File: src/assert_macros.svh
// Assertion macros for the button debounce RTL.
// No dependencies; included by files that carry concurrent checks.
`ifndef ASSERT_MACROS_SVH
`define ASSERT_MACROS_SVH

// same-cycle implication
`define BDE_ASSERT_IMPLY(label, clk, rst, ante, cons, msg) \
   label: assert property (@(posedge clk) disable iff (rst) (ante) |-> (cons)) \
      else $error(msg);

// next-cycle implication
`define BDE_ASSERT_NEXT(label, clk, rst, ante, cons, msg) \
   label: assert property (@(posedge clk) disable iff (rst) (ante) |=> (cons)) \
      else $error(msg);

`endif

File: src/bde_pkg.sv
// Shared types, codes and constants for the button debounce event generator.
// No dependencies; imported by every module of the block.
`default_nettype none

package bde_pkg;

   localparam int BUTTON_COUNT_DEFAULT = 16;
   localparam int RAW_W      = 16;
   localparam int INDEX_W    = 4;
   localparam int CNT_W      = 8;
   localparam int THR_W      = 8;
   localparam int DELAY_W    = 10;
   localparam int UNITS_W    = 8;
   localparam int IDLE_W     = 22;
   localparam int PTIMER_W   = 15;
   localparam int BTIMER_W   = 16;
   localparam int CSR_IDX_W  = 3;
   localparam int CSR_DATA_W = 22;

   localparam logic [CNT_W-1:0]    CNT_MAX      = '1;
   localparam logic [IDLE_W-1:0]   IDLE_MAX     = '1;
   localparam logic [PTIMER_W-1:0] HOLD_UNIT_MS = 15'd50;

   localparam logic [THR_W-1:0]   RST_THRESHOLD = 8'd4;
   localparam logic [DELAY_W-1:0] RST_RELEASE   = 10'd150;
   localparam logic [UNITS_W-1:0] RST_HOLD      = 8'd40;
   localparam logic [IDLE_W-1:0]  RST_IDLE      = 22'd300000;
   localparam logic [INDEX_W-1:0] RST_START     = 4'd0;
   localparam logic [INDEX_W-1:0] RST_SELECT    = 4'd1;

   localparam logic [CSR_IDX_W-1:0] REG_THRESHOLD = 3'd0;
   localparam logic [CSR_IDX_W-1:0] REG_RELEASE   = 3'd1;
   localparam logic [CSR_IDX_W-1:0] REG_HOLD      = 3'd2;
   localparam logic [CSR_IDX_W-1:0] REG_IDLE      = 3'd3;
   localparam logic [CSR_IDX_W-1:0] REG_START     = 3'd4;
   localparam logic [CSR_IDX_W-1:0] REG_SELECT    = 3'd5;

   typedef enum logic [1:0] {
      BTN_RELEASED = 2'd0,
      BTN_PRESSED  = 2'd1,
      BTN_LONG     = 2'd2
   } btn_state_type;

   typedef enum logic [1:0] {
      EVT_BUTTON = 2'd0,
      EVT_POWER  = 2'd1,
      EVT_BIOS   = 2'd2
   } event_kind_type;

   typedef enum logic [3:0] {
      OP_NONE,
      OP_LOAD,
      OP_COUNT,
      OP_SCAN,
      OP_RELCHK,
      OP_HOLD_START,
      OP_HOLD_SELECT,
      OP_TICK_STEP,
      OP_TICK_POWER,
      OP_TICK_BIOS,
      OP_FLUSH
   } op_type;

   typedef enum logic [3:0] {
      S_IDLE,
      S_COUNT,
      S_SCAN,
      S_RELCHK,
      S_HOLD_START,
      S_HOLD_SELECT,
      S_TICK_STEP,
      S_TICK_POWER,
      S_TICK_BIOS,
      S_FLUSH
   } ctrl_state_type;

   typedef struct packed {
      op_type               op;
      logic [INDEX_W-1:0]   button;
   } cmd_type;

   typedef struct packed {
      event_kind_type       kind;
      logic [INDEX_W-1:0]   button;
      logic                 pressed;
   } result_type;

endpackage

`default_nettype wire

File: src/bde_ctrl.sv
// Sequencer for the button debounce block: walks each request through its steps.
// Depends on bde_pkg and assert_macros.svh; drives bde_datapath by commands.
`default_nettype none
`include "assert_macros.svh"

module bde_ctrl
   import bde_pkg::*;
#(
   parameter int BUTTON_COUNT = BUTTON_COUNT_DEFAULT
) (
   input  wire logic    clock,
   input  wire logic    reset,
   input  wire logic    req_tvalid,
   input  wire logic    req_kind,
   output logic         req_tready,
   input  wire logic    out_free,
   output cmd_type      cmd
);

   localparam int IDX_W = $clog2(BUTTON_COUNT);
   localparam logic [IDX_W-1:0] SCAN_LAST = IDX_W'(BUTTON_COUNT - 1);

   ctrl_state_type      state_ff, state_in;
   logic [IDX_W-1:0]    scan_ff, scan_in;

   always_ff @(posedge clock) begin
      if (reset) begin
         state_ff <= S_IDLE;
         scan_ff  <= '0;
      end else begin
         state_ff <= state_in;
         scan_ff  <= scan_in;
      end
   end

   always_comb begin
      state_in   = state_ff;
      scan_in    = scan_ff;
      req_tready = 1'b0;
      cmd.op     = OP_NONE;
      cmd.button = INDEX_W'(scan_ff);
      unique case (state_ff)
         S_IDLE: begin
            req_tready = 1'b1;
            if (req_tvalid) begin
               cmd.op   = OP_LOAD;
               state_in = req_kind ? S_TICK_STEP : S_COUNT;
            end
         end
         S_COUNT: begin
            if (out_free) begin
               cmd.op   = OP_COUNT;
               state_in = S_SCAN;
            end
         end
         S_SCAN: begin
            if (out_free) begin
               cmd.op = OP_SCAN;
               if (scan_ff == SCAN_LAST) begin
                  scan_in  = '0;
                  state_in = S_RELCHK;
               end else begin
                  scan_in = scan_ff + 1'b1;
               end
            end
         end
         S_RELCHK: begin
            if (out_free) begin
               cmd.op   = OP_RELCHK;
               state_in = S_HOLD_START;
            end
         end
         S_HOLD_START: begin
            if (out_free) begin
               cmd.op   = OP_HOLD_START;
               state_in = S_HOLD_SELECT;
            end
         end
         S_HOLD_SELECT: begin
            if (out_free) begin
               cmd.op   = OP_HOLD_SELECT;
               state_in = S_FLUSH;
            end
         end
         S_TICK_STEP: begin
            if (out_free) begin
               cmd.op   = OP_TICK_STEP;
               state_in = S_TICK_POWER;
            end
         end
         S_TICK_POWER: begin
            if (out_free) begin
               cmd.op   = OP_TICK_POWER;
               state_in = S_TICK_BIOS;
            end
         end
         S_TICK_BIOS: begin
            if (out_free) begin
               cmd.op   = OP_TICK_BIOS;
               state_in = S_FLUSH;
            end
         end
         S_FLUSH: begin
            if (out_free) begin
               cmd.op   = OP_FLUSH;
               state_in = S_IDLE;
            end
         end
         default: begin
            state_in = S_IDLE;
         end
      endcase
   end

   `BDE_ASSERT_NEXT(a_accept_leaves_idle, clock, reset, req_tvalid && req_tready, state_ff != S_IDLE, "request accepted but sequencer stayed idle")
   `BDE_ASSERT_NEXT(a_flush_returns_idle, clock, reset, (state_ff == S_FLUSH) && out_free, state_ff == S_IDLE, "flush did not return to idle")
   `BDE_ASSERT_IMPLY(a_scan_parked, clock, reset, state_ff != S_SCAN, scan_ff == '0, "scan counter not parked outside scan")

endmodule

`default_nettype wire

File: src/bde_datapath.sv
// Datapath: config registers, per-button state and counts, timers, result staging.
// Depends on bde_pkg; steered by commands from bde_ctrl.
`default_nettype none

module bde_datapath
   import bde_pkg::*;
#(
   parameter int BUTTON_COUNT = BUTTON_COUNT_DEFAULT
) (
   input  wire logic                    clock,
   input  wire logic                    reset,
   input  wire cmd_type                 cmd,
   input  wire logic [RAW_W-1:0]        req_raw,
   input  wire logic                    csr_we,
   input  wire logic [CSR_IDX_W-1:0]    csr_index,
   input  wire logic [CSR_DATA_W-1:0]   csr_wdata,
   output logic                         out_free,
   output logic                         rsp_valid,
   input  wire logic                    rsp_ready,
   output result_type                   rsp_result,
   output logic                         rsp_last
);

   localparam int IDX_W = $clog2(BUTTON_COUNT);
   localparam int N     = BUTTON_COUNT;

   // config
   logic [THR_W-1:0]    cfg_thr_ff;
   logic [DELAY_W-1:0]  cfg_delay_ff;
   logic [UNITS_W-1:0]  cfg_units_ff;
   logic [IDLE_W-1:0]   cfg_idle_ff;
   logic [INDEX_W-1:0]  cfg_start_ff;
   logic [INDEX_W-1:0]  cfg_select_ff;

   // per-button lanes; head of the scan is lane 0, lanes rotate one per scan step
   btn_state_type       st_ff [N];
   btn_state_type       st_in [N];
   logic [CNT_W-1:0]    cnt_ff [N];
   logic [CNT_W-1:0]    cnt_in [N];
   logic [N-1:0]        raw_ff, raw_in;

   logic                pend_ff, pend_in;
   logic [DELAY_W-1:0]  rtimer_ff, rtimer_in;
   logic                parmed_ff, parmed_in;
   logic                prun_ff, prun_in;
   logic [PTIMER_W-1:0] ptimer_ff, ptimer_in;
   logic                barmed_ff, barmed_in;
   logic                brun_ff, brun_in;
   logic [BTIMER_W-1:0] btimer_ff, btimer_in;
   logic [IDLE_W-1:0]   idle_ff, idle_in;

   result_type          hold_ff, hold_in;
   logic                hold_valid_ff, hold_valid_in;
   result_type          out_ff, out_in;
   logic                out_last_ff, out_last_in;
   logic                out_valid_ff, out_valid_in;

   logic [THR_W-1:0]    thr_eff;
   logic [INDEX_W-1:0]  rd_idx;
   logic                rd_released;
   logic [PTIMER_W-1:0] pload;
   logic [BTIMER_W-1:0] bload;

   assign thr_eff  = (cfg_thr_ff == '0) ? THR_W'(1) : cfg_thr_ff;
   assign rd_idx   = (cmd.op == OP_HOLD_SELECT) ? cfg_select_ff : cfg_start_ff;
   assign pload    = PTIMER_W'(cfg_units_ff) * HOLD_UNIT_MS;
   assign bload    = {pload, 1'b0};
   assign out_free = !out_valid_ff || rsp_ready;

   // buttons named beyond the lanes read as released
   always_comb begin
      if ({1'b0, rd_idx} < (INDEX_W + 1)'(N)) begin
         rd_released = (st_ff[rd_idx[IDX_W-1:0]] == BTN_RELEASED);
      end else begin
         rd_released = 1'b1;
      end
   end

   always_comb begin
      btn_state_type       hs;
      logic [CNT_W-1:0]    hc;
      logic                is_start;
      logic                gen;
      result_type          gen_res;
      logic                flush;

      for (int j = 0; j < N; j++) begin
         st_in[j]  = st_ff[j];
         cnt_in[j] = cnt_ff[j];
      end
      raw_in    = raw_ff;
      pend_in   = pend_ff;
      rtimer_in = rtimer_ff;
      parmed_in = parmed_ff;
      prun_in   = prun_ff;
      ptimer_in = ptimer_ff;
      barmed_in = barmed_ff;
      brun_in   = brun_ff;
      btimer_in = btimer_ff;
      idle_in   = idle_ff;
      gen       = 1'b0;
      gen_res   = '{kind: EVT_BUTTON, button: '0, pressed: 1'b0};
      flush     = 1'b0;
      hs        = st_ff[0];
      hc        = cnt_ff[0];
      is_start  = (cmd.button == cfg_start_ff);

      unique case (cmd.op)
         OP_NONE: begin
         end
         OP_LOAD: begin
            raw_in = req_raw[N-1:0];
         end
         OP_COUNT: begin
            for (int j = 0; j < N; j++) begin
               if ((st_ff[j] == BTN_RELEASED) == raw_ff[j]) begin
                  if (cnt_ff[j] != CNT_MAX) begin
                     cnt_in[j] = cnt_ff[j] + 1'b1;
                  end
               end else begin
                  cnt_in[j] = '0;
               end
            end
         end
         OP_SCAN: begin
            for (int j = 0; j < N - 1; j++) begin
               st_in[j]  = st_ff[j + 1];
               cnt_in[j] = cnt_ff[j + 1];
            end
            if (hc >= thr_eff) begin
               hc      = '0;
               hs      = (st_ff[0] == BTN_RELEASED) ? BTN_PRESSED : BTN_RELEASED;
               idle_in = '0;
               if (!(is_start && hs == BTN_RELEASED)) begin
                  gen     = 1'b1;
                  gen_res = '{kind: EVT_BUTTON, button: cmd.button,
                              pressed: (hs != BTN_RELEASED)};
               end
               if (is_start && hs == BTN_PRESSED) begin
                  hs        = BTN_LONG;
                  pend_in   = 1'b1;
                  rtimer_in = cfg_delay_ff;
               end
            end
            st_in[N-1]  = hs;
            cnt_in[N-1] = hc;
         end
         OP_RELCHK: begin
            if (pend_ff && rtimer_ff == '0) begin
               gen     = 1'b1;
               gen_res = '{kind: EVT_BUTTON, button: cfg_start_ff, pressed: 1'b0};
               pend_in = 1'b0;
            end
         end
         OP_HOLD_START: begin
            if (!parmed_ff && !rd_released) begin
               parmed_in = 1'b1;
               prun_in   = 1'b1;
               ptimer_in = pload;
            end else if (parmed_ff && rd_released) begin
               parmed_in = 1'b0;
               prun_in   = 1'b0;
               ptimer_in = '0;
            end
         end
         OP_HOLD_SELECT: begin
            if (!barmed_ff && !rd_released) begin
               barmed_in = 1'b1;
               brun_in   = 1'b1;
               btimer_in = bload;
            end else if (barmed_ff && rd_released) begin
               barmed_in = 1'b0;
               brun_in   = 1'b0;
               btimer_in = '0;
            end
         end
         OP_TICK_STEP: begin
            if (pend_ff && rtimer_ff != '0) begin
               rtimer_in = rtimer_ff - 1'b1;
            end
            if (prun_ff && ptimer_ff != '0) begin
               ptimer_in = ptimer_ff - 1'b1;
            end
            if (brun_ff && btimer_ff != '0) begin
               btimer_in = btimer_ff - 1'b1;
            end
            if (idle_ff != IDLE_MAX) begin
               idle_in = idle_ff + 1'b1;
            end
         end
         OP_TICK_POWER: begin
            if ((prun_ff && ptimer_ff == '0) || (idle_ff >= cfg_idle_ff)) begin
               prun_in   = 1'b0;
               ptimer_in = '0;
               idle_in   = '0;
               gen       = 1'b1;
               gen_res   = '{kind: EVT_POWER, button: '0, pressed: 1'b0};
            end
         end
         OP_TICK_BIOS: begin
            if (brun_ff && btimer_ff == '0) begin
               brun_in = 1'b0;
               gen     = 1'b1;
               gen_res = '{kind: EVT_BIOS, button: '0, pressed: 1'b0};
            end
         end
         OP_FLUSH: begin
            flush = 1'b1;
         end
         default: begin
         end
      endcase

      // one result is staged so the final one of a request can be marked last
      hold_in       = hold_ff;
      hold_valid_in = hold_valid_ff;
      out_in        = out_ff;
      out_last_in   = out_last_ff;
      out_valid_in  = out_valid_ff && !rsp_ready;
      if (gen) begin
         hold_in       = gen_res;
         hold_valid_in = 1'b1;
         if (hold_valid_ff) begin
            out_in       = hold_ff;
            out_last_in  = 1'b0;
            out_valid_in = 1'b1;
         end
      end else if (flush && hold_valid_ff) begin
         out_in        = hold_ff;
         out_last_in   = 1'b1;
         out_valid_in  = 1'b1;
         hold_valid_in = 1'b0;
      end
   end

   always_ff @(posedge clock) begin
      if (reset) begin
         cfg_thr_ff    <= RST_THRESHOLD;
         cfg_delay_ff  <= RST_RELEASE;
         cfg_units_ff  <= RST_HOLD;
         cfg_idle_ff   <= RST_IDLE;
         cfg_start_ff  <= RST_START;
         cfg_select_ff <= RST_SELECT;
      end else if (csr_we) begin
         unique case (csr_index)
            REG_THRESHOLD: cfg_thr_ff    <= csr_wdata[THR_W-1:0];
            REG_RELEASE:   cfg_delay_ff  <= csr_wdata[DELAY_W-1:0];
            REG_HOLD:      cfg_units_ff  <= csr_wdata[UNITS_W-1:0];
            REG_IDLE:      cfg_idle_ff   <= csr_wdata[IDLE_W-1:0];
            REG_START:     cfg_start_ff  <= csr_wdata[INDEX_W-1:0];
            REG_SELECT:    cfg_select_ff <= csr_wdata[INDEX_W-1:0];
            default: begin
            end
         endcase
      end
   end

   always_ff @(posedge clock) begin
      if (reset) begin
         for (int j = 0; j < N; j++) begin
            st_ff[j]  <= BTN_RELEASED;
            cnt_ff[j] <= '0;
         end
         pend_ff       <= 1'b0;
         rtimer_ff     <= '0;
         parmed_ff     <= 1'b0;
         prun_ff       <= 1'b0;
         ptimer_ff     <= '0;
         barmed_ff     <= 1'b0;
         brun_ff       <= 1'b0;
         btimer_ff     <= '0;
         idle_ff       <= '0;
         hold_valid_ff <= 1'b0;
         out_valid_ff  <= 1'b0;
      end else begin
         for (int j = 0; j < N; j++) begin
            st_ff[j]  <= st_in[j];
            cnt_ff[j] <= cnt_in[j];
         end
         pend_ff       <= pend_in;
         rtimer_ff     <= rtimer_in;
         parmed_ff     <= parmed_in;
         prun_ff       <= prun_in;
         ptimer_ff     <= ptimer_in;
         barmed_ff     <= barmed_in;
         brun_ff       <= brun_in;
         btimer_ff     <= btimer_in;
         idle_ff       <= idle_in;
         hold_valid_ff <= hold_valid_in;
         out_valid_ff  <= out_valid_in;
      end
   end

   always_ff @(posedge clock) begin
      raw_ff      <= raw_in;
      hold_ff     <= hold_in;
      out_ff      <= out_in;
      out_last_ff <= out_last_in;
   end

   assign rsp_valid  = out_valid_ff;
   assign rsp_result = out_ff;
   assign rsp_last   = out_last_ff;

endmodule

`default_nettype wire

File: src/button_debounce_event_generator.sv
// Top level of the button debounce event generator: ports, packing, wiring.
// Depends on bde_pkg, bde_ctrl and bde_datapath.
//
//   channel  dir  handshake              payload
//   req      in   req_tvalid/req_tready  tuser: kind; tdata: raw_buttons
//   rsp      out  rsp_tvalid/rsp_tready  tuser: event_kind; tdata: button_index,
//                                        pressed; tlast: last
//   csr      in   csr_we                 csr_index, csr_wdata
//
// A sample request runs count, one scan step per button, release and hold checks,
// then flush; a tick request runs timer step, power and BIOS checks, then flush.
// Each step waits while the output register holds a result not yet taken.
// Synchronous reset clears the state and count of every button and all timers.
// Results are staged one deep so the final one of a request carries tlast.
`default_nettype none

module button_debounce_event_generator
   import bde_pkg::*;
#(
   parameter int BUTTON_COUNT = BUTTON_COUNT_DEFAULT
) (
   input  wire logic                    clock,
   input  wire logic                    reset,
   input  wire logic                    req_tvalid,
   output logic                         req_tready,
   input  wire logic [15:0]             req_tdata,   // [15:0] raw_buttons
   input  wire logic [0:0]              req_tuser,   // [0] kind
   output logic                         rsp_tvalid,
   input  wire logic                    rsp_tready,
   output logic [7:0]                   rsp_tdata,   // [3:0] button_index, [4] pressed
   output logic [1:0]                   rsp_tuser,   // [1:0] event_kind
   output logic                         rsp_tlast,
   input  wire logic                    csr_we,
   input  wire logic [CSR_IDX_W-1:0]    csr_index,
   input  wire logic [CSR_DATA_W-1:0]   csr_wdata
);

   cmd_type     cmd;
   logic        out_free;
   result_type  result;

   bde_ctrl #(
      .BUTTON_COUNT (BUTTON_COUNT)
   ) u_ctrl (
      .clock      (clock),
      .reset      (reset),
      .req_tvalid (req_tvalid),
      .req_kind   (req_tuser[0]),
      .req_tready (req_tready),
      .out_free   (out_free),
      .cmd        (cmd)
   );

   bde_datapath #(
      .BUTTON_COUNT (BUTTON_COUNT)
   ) u_datapath (
      .clock      (clock),
      .reset      (reset),
      .cmd        (cmd),
      .req_raw    (req_tdata),
      .csr_we     (csr_we),
      .csr_index  (csr_index),
      .csr_wdata  (csr_wdata),
      .out_free   (out_free),
      .rsp_valid  (rsp_tvalid),
      .rsp_ready  (rsp_tready),
      .rsp_result (result),
      .rsp_last   (rsp_tlast)
   );

   assign rsp_tdata = {3'b000, result.pressed, result.button};
   assign rsp_tuser = result.kind;

endmodule

`default_nettype wire
File: config.mk
export PLATFORM = sky130hd
export DESIGN_NAME = button_debounce_event_generator
export DESIGN_NICKNAME = d
export VERILOG_FILES = /design/src/bde_pkg.sv /design/src/bde_ctrl.sv /design/src/bde_datapath.sv /design/src/button_debounce_event_generator.sv
export VERILOG_INCLUDE_DIRS = /design/src /design/src/src
export SDC_FILE = /design/constraint.sdc
export NUM_CORES = 1
export LEC_CHECK = 0
export BUFFER_PORTS_ARGS = -buffer_cell sky130_fd_sc_hd__buf_4
export CORE_MARGIN = 8
export CORE_UTILIZATION = 55
export DETAILED_ROUTE_END_ITERATION = 8
export PLACE_DENSITY_LB_ADDON = 0.12
export RECOVER_POWER = 25
export SLEW_MARGIN = 5
export SYNTH_ARGS = -nofsm -noshare
export SYNTH_HDL_FRONTEND = slang
export SYNTH_SLANG_ARGS = --single-unit
File: constraint.sdc
create_clock -name clock -period 3.75 [get_ports clock]
set_clock_uncertainty 0.1 [all_clocks]
set_input_delay 0.1875 -clock clock [delete_from_list [all_inputs] [get_ports clock]]
set_output_delay 0.1875 -clock clock [all_outputs]
set_load 0.05 [all_outputs]
==> results of run 1 <==
[state kept, by name (all words and copies together) (netlist names), 7 cells and up]
name                     cells
u_datapath.cnt_ff          128
u_datapath.st_ff            32
u_datapath.cfg_idle_ff      22
u_datapath.idle_ff          22
u_datapath.btimer_ff        16
u_datapath.raw_ff           16
u_datapath.ptimer_ff        15
u_datapath.cfg_delay_ff     10
u_datapath.rtimer_ff        10
u_datapath.cfg_thr_ff        8
u_datapath.cfg_units_ff      8
u_datapath.hold_ff           7
u_datapath.rsp_result        7
[power groups by stage]
stage | Clock (mW) | Combinational (mW) | Sequential, mW
2_1_floorplan | 0 | 3.15 | 4.48
3_3_place_gp | 0 | 4.09 | 4.65
3_5_place_dp | 0 | 4.19 | 4.67
4_1_cts | 3.92 | 4.26 | 4.60
5_1_grt | 4.04 | 4.81 | 4.69
6_report | 3.86 | 4.33 | 4.62
[cell type report]
class / count / area [µm²] / area share
well taps: 442 / 553 / 0.0264
flip-flops and latches: 325 / 6820 / 0.325
inverters: 98 / 368 / 0.0175
clock buffers: 49 / 1020 / 0.0487
repair buffers: 169 / 1380 / 0.0660
clock inverters: 19 / 263 / 0.0125
multi-input cells: 1715 / 10600 / 0.504
[worst max-delay path, cell delays in order (launching register included)]
cell,delay [ns]
dfxtp_1,0.38
nand2b_4,0.07
nor4_4,0.20
buf_4,0.18
mux2i_4,0.31
buf_6,0.15
mux2i_2,0.20
mux2i_1,0.11
mux2_4,0.29
mux2i_2,0.19
ha_2,0.23
o32ai_2,0.09
buf_4,0.17
a311oi_2,0.21
o21ai_2,0.13
buf_6,0.18
a221oi_1,0.21
nor3_1,0.07
[metal layers]
metal	part of all wire	wire [µm]
met5	0	0
met3	0.058	2920
met4	0.025	1240
met1	0.46	22900
met2	0.46	23000
[cells in the mapped netlist (14+ instances only)]
library cell,count
a31oi_1,29
buf_1,14
dfxtp_1,294
xnor2_1,28
ha_1,83
o211ai_1,77
and3_1,28
nand2b_1,71
nor2_1,203
nand4_1,22
a211oi_1,56
nand2_1,223
o21ai_0,161
nand3_1,88
inv_1,97
a22oi_1,29
edfxtp_1,31
buf_2,28
xor2_1,71
clkbuf_1,85
nor3_1,57
mux2i_1,39
o22ai_1,20
a21oi_1,250
[how the worst max path moves through the flow]
stage                     cells after the start                  endpoint            startpoint  slack, ns
after detailed placement                     17  u_datapath.ptimer_ff[13]    u_ctrl.state_ff[1]      0.008
final                                        17   u_datapath.ptimer_ff[4]    u_ctrl.state_ff[2]       0.10
after CTS                                    17   u_datapath.ptimer_ff[4]    u_ctrl.state_ff[1]      0.008
after floorplan                              14        u_datapath.prun_ff  u_datapath.rsp_valid      0.005
after global routing                         18   u_datapath.ptimer_ff[4]    u_ctrl.state_ff[1]      -0.06
after global placement                       17  u_datapath.ptimer_ff[13]    u_ctrl.state_ff[1]       0.20
[metrics by stage]
| step | util | setup TNS (ns) | worst slack [ns] |
|---|---|---|---|
| CTS | 0.644 | 0 | 0.00814 |
| detailed placement | 0.592 | 0 | 0.00841 |
| floorplan | - | 0 | 0.00452 |
| finish | 0.645 | 0 | 0.100 |
| global route | 0.645 | -0.349 | -0.0650 |
| global placement | 0.592 | 0 | 0.205 |
[cells by family after synthesis]
kind of cell	after synthesis	synth area share
AO/OA/AOI/OAI	716	0.241
XOR/XNOR	99	0.0477
adder cells (fa/ha/maj)	86	0.0604
buffers and inverters	230	0.0505
flip-flops	325	0.375
multiplexers	44	0.0253
other	1	0.000206
AND/OR/NAND/NOR	767	0.200
[repair_timing]
action,CTS,global route
resized for setup,1,22
hold endpoints to repair,74,0
hold buffers,39,0
endpoints found under the setup margin,5,24
pin swaps,0,2
==> results.cfg, run 1 <==
[run_status]
status = finished, violations left
violations = capacitance limit, slew limit

[timing]
fin_crit_sh = 0.973
hold-worst-slack_ns = 0.00576
worst_pin_slew_ns = 1.95
maxSlewViolCount = 42
relSlewSlack = -0.305
finalSetupViolCount = 0
post-route-min-period_ns = 3.65
fmax_ghz = 0.274
rsz0062_at_grt = true
hold_violations = 0

[place]
place.detailed.hpwl_um = 33500
io_buffers = 56
place_congestion = 0.887
dp_cells = 2710
place_area_um2 = 19300

[routing]
drt_first_pass_iters = 5
vias_per_cell = 6.06
wl_um = 50100
wl_per_cell_um = 17.8
drc = 0
vias = 17100
drt_iter0_drc = 1472
ant_nets = 0

[global_routing]
met3_usage = 0.0365
grt_pass1_wl_um = 82300
busiest_layer = met2
grt_max_degree = 157
grt_pass1_vias = 16100
grt_util_met2 = 0.399
grt_antenna_before_repair = 0
grt-ovfl-total = 0
met1_usage = 0.343
grtUsageTotal = 0.250

[layout]
nets = 2480
syn2layout_area_growth_pct = 15.4
nFillCells = 2841
drive_gt1_frac = 0.0893
layout.cells.non_filler = 2817
n_antenna_cell = 0
final_common_cell = dfxtp_1
fin_area_um2 = 21000
layout_common_cells = 292 x dfxtp_1, 250 x a21oi_1, 223 x nand2_1

[power]
p_sw_frac = 0.377
p_leak_nw = 7.52
seq_power_share = 0.361
p_int_mw = 7.99
comb_power_share = 0.338
pwr-share-clk = 0.301
power_density_nw_per_um2 = 611
vdd_drop_max_mv = 0.580
p_sw_mw = 4.83
finalPower_mw = 12.8

[clock_tree]
cts.sinks = 325
clockRootBuffer = clkbuf_16
cts_buffers = 38
cts.clk_slew.worst_paths_ns = 0.06
cts.htree.levels = 2
post_cts_buffers = 0
clk_path_buf_depth = 3
cts_tree = built
clock_latency_ns = 0.55

[floorplan]
die_h_um = 198
pin_count = 60
fp.dieW_um = 198
core-area_um2 = 32500
die-area_um2 = 39100
start_util = 0.559
rows = 66

[run]
drv_cap = 2

[worst_setup_path]
regToRegSetupSlack_ns = 0.10
r2r-end = u_datapath.ptimer_ff[4]
rr_worst_depth = 17
crit_arrival_ns = 3.93
cp.required_ns = 4.03
r2r-start = u_ctrl.state_ff[2]
end_kind = flop
cp-start-kind = flop
cp_max_fo = 8
critical_path_class = reg -> reg

[synth]
yosysWarnings = 0
synth.distinct_cells = 82
avgSynthCellArea_um2 = 8.02
synth_top_cell_area_share = 0.324
yosys.area.top_type = dfxtp_1
synth.area.top_cells = dfxtp_1 32%, a21oi_1 6.9%, ha_1 5.7%, edfxtp_1 5.1%, nand2_1 4.6%
synth_ff_type = dfxtp_1
async_reset_ff_frac = 0
ys_seq_area_frac = 0.375
synthCells = 2268
synth_edf_count = 31
syn_area_um2 = 18200
ys_seq_elements = 325

[hold_path]
hold_start = csr_index[1]
hold_class = in -> reg
hold_path_end = u_datapath.cfg_thr_ff[5]
hold_depth = 4
Note: power is estimated with default switching activity, not from simulation.
==> run 2: changes to the inputs <==
--- a/config.mk
+++ b/config.mk
@@ -6,6 +6,7 @@
 export SDC_FILE = /design/constraint.sdc
 export NUM_CORES = 1
 export LEC_CHECK = 0
+export ABC_AREA = 1
 export BUFFER_PORTS_ARGS = -buffer_cell sky130_fd_sc_hd__buf_4
 export CORE_MARGIN = 8
 export CORE_UTILIZATION = 55
==> run 2 against run 1 <==
Net effect: the run now ends clean; synthesized area increased by 5.1%; non-clock buffer count decreased by 46; clock-buffer cell count increased by 9; sequential power increased by 3%; sequential cell count unchanged; largest power group is now combinational logic; highest routed layer unchanged.
==> results.cfg, run 2 <==
[clock_tree]
cts.htree.levels = 2
cts.clk_slew.worst_paths_ns = 0.06
clockRootBuffer = clkbuf_16
clock_latency_ns = 0.55
cts_buffers = 38
cts_tree = built
cts.sinks = 325
clk_path_buf_depth = 3

[global_routing]
grtUsageTotal = 0.247
grt-ovfl-total = 0
grt_pass1_vias = 17200
grt_antenna_before_repair = 0
grt_max_degree = 153
grt_pass1_wl_um = 85600

[routing]
vias_per_cell = 5.65
drt_iter0_drc = 1509
drc = 0
drt_first_pass_iters = 6
vias = 18500
wl_per_cell_um = 15.8
ant_nets = 0
wl_um = 51900

[timing]
relSlewSlack = 0.141
hold_violations = 0
rsz0062_at_grt = true
fin_crit_sh = 0.925
finalSetupViolCount = 0
worst_pin_slew_ns = 1.29
maxSlewViolCount = 0
setup_slack_ns = 0.281
fmax_ghz = 0.288
post-route-min-period_ns = 3.47

[place]
place.detailed.hpwl_um = 35600
place_congestion = 0.867
pre_cts_slack_ns = 0.135
place_area_um2 = 19900
io_buffers = 56

[layout]
drive_gt1_frac = 0.0901
largest_reg_flops = 128
top_register = u_datapath.cnt_ff
nFillCells = 3147
fin_area_um2 = 21600
nets = 2933
n_antenna_cell = 0
layout_common_cells = 591 x nand2_1, 294 x dfxtp_1, 283 x a21oi_1
multi_input_area_um2 = 10800
final_common_cell = nand2_1
syn2layout_area_growth_pct = 12.8
largestRegisters = u_datapath.cnt_ff: 128 flops, u_datapath.st_ff: 32 flops
seqCellArea_um2 = 6820

[worst_setup_path]
rr_worst_depth = 20
critical_path_class = reg -> reg
cp.required_ns = 4.07
cp_max_fo = 16
cp-start-kind = flop
crit_arrival_ns = 3.79
end_kind = flop

[synth]
synthCells = 2734
syn_area_um2 = 19100
yosysWarnings = 0
synth_edf_count = 31
ys_top_cells_by_count = 591 x nand2_1, 294 x dfxtp_1, 283 x a21oi_1
yosys.area_share.simple = 0.282
synth_fa_ha_area_frac = 0.0575
synth.distinct_cells = 53
synth_top_family_by_area = simple AND/OR/NAND/NOR gates
ys_seq_area_frac = 0.357
avgSynthCellArea_um2 = 6.99
synth.area.top_cells = dfxtp_1 31%, nand2_1 12%, a21oi_1 7.4%, nor2_1 5.5%, ha_1 5.4%
ys_seq_elements = 325
synthXorXnorAreaFrac = 0.0225
synth_ff_type = dfxtp_1
synth_top_cell_area_share = 0.308
muxShareOfSynthArea = 0
yosys.area.top_type = dfxtp_1
async_reset_ff_frac = 0
synth_compound_area_frac = 0.199
yosysMostFrequentCell = nand2_1

[power]
power_density_nw_per_um2 = 635
vdd_drop_max_mv = 0.483
p_leak_nw = 8.53

[hold_path]
hold_depth = 4
hold_class = in -> reg

[run]
drv_cap = 0

[floorplan]
die-area_um2 = 41000
fp.dieW_um = 202
core-area_um2 = 34400
pin_count = 60
start_util = 0.556
rows = 68
die_h_um = 202

[run_status]
status = complete, no violations
==> run 2: changes by cell type in the layout (fill, tap and decap cells not counted), moves of 28 or more <==
cell,delta
a211oi_1,-42
a21oi_1,+33
a22oi_1,-28
buf_4,-40
inv_1,+167
mux2i_1,-37
nand2_1,+368
nand2b_1,-70
nand3_1,+50
nand4_1,+42
nor2_1,+77
o21ai_0,+30
or2_2,+37
xor2_1,-45
==> run 2: power by group <==
group          internal [mW]  leakage [nW]  switching (mW)
Sequential              4.12          2.67           0.622
Clock                   2.30         0.627            1.53
Combinational           1.60          5.22            3.52
==> run 2: stage by stage <==
step                TNS [ns]  instances  power, mW  utilization  hold WS (ns)
floorplan                  0       2736       8.53            -         0.186
global placement           0       3171       9.66        0.578         0.266
detailed placement         0       3171       9.79        0.578         0.267
CTS                        0       3284       13.7        0.628        0.0136
global route         -0.0128       3285       14.6        0.627        0.0376
finish                     0       3285       13.7        0.627        0.0185
==> run 2: worst paths after layout <==
path                                            start                       end  slack [ns]
worst max-delay path             u_datapath.rsp_valid  u_datapath.btimer_ff[10]        0.28
worst min-delay path                       rsp_tready      u_datapath.rsp_valid        0.02
worst max register to register   u_datapath.rsp_valid  u_datapath.btimer_ff[10]        0.28
worst min register to register  u_datapath.hold_ff[4]  u_datapath.rsp_result[4]        0.35
==> run 2: what timing repair did <==
item                                    in CTS  in global routing
buffers inserted                             0                  1
endpoints found under the hold margin       72                  0
endpoints found under the setup margin       0                 31
gates resized for setup                      0                  8
hold buffers                                43                  0
==> run 2: final cells by class <==
class | instances | area share
multi-input combinational | 2019 | 0.499
sequential | 325 | 0.316
clock buffer | 58 | 0.0524
inverter | 293 | 0.0519
timing repair buffer | 123 | 0.0469
tap | 455 | 0.0264
clock inverter | 12 | 0.00754
==> run 2: cell families (layout without fill, tap and decap cells) <==
group	count (synthesis)	count (layout)
AO/OA/AOI/OAI	658	658
XOR/XNOR	49	49
adder cells (fa/ha/maj)	86	86
buffers and inverters	392	486
flip-flops	325	325
other	1	3
AND/OR/NAND/NOR	1223	1223
==> run 2: metal layers <==
| metal | vias to the layer above | part of all wire | global-route usage |
|---|---|---|---|
| li1 | 9336 | - | - |
| met1 | 8587 | 0.46 | 0.340 |
| met2 | 553 | 0.45 | 0.396 |
| met3 | 73 | 0.063 | 0.0389 |
| met4 | 0 | 0.019 | 0.0686 |
| met5 | - | 0 | 0 |
==> run 2: worst max-delay path, cell delays in order, from the launching register on <==
cell	delay (ns)
dfxtp_1	0.33
inv_1	0.07
nor2_4	0.18
inv_2	0.14
nand2_2	0.20
inv_2	0.06
nand2_1	0.08
nand2_2	0.13
inv_2	0.15
nor2_1	0.06
o21ai_0	0.21
nand3_1	0.12
nand3b_1	0.10
nand2_1	0.17
ha_1	0.38
nor2_4	0.17
inv_1	0.10
nand2_4	0.16
inv_2	0.15
o21ai_0	0.21
a21oi_1	0.07
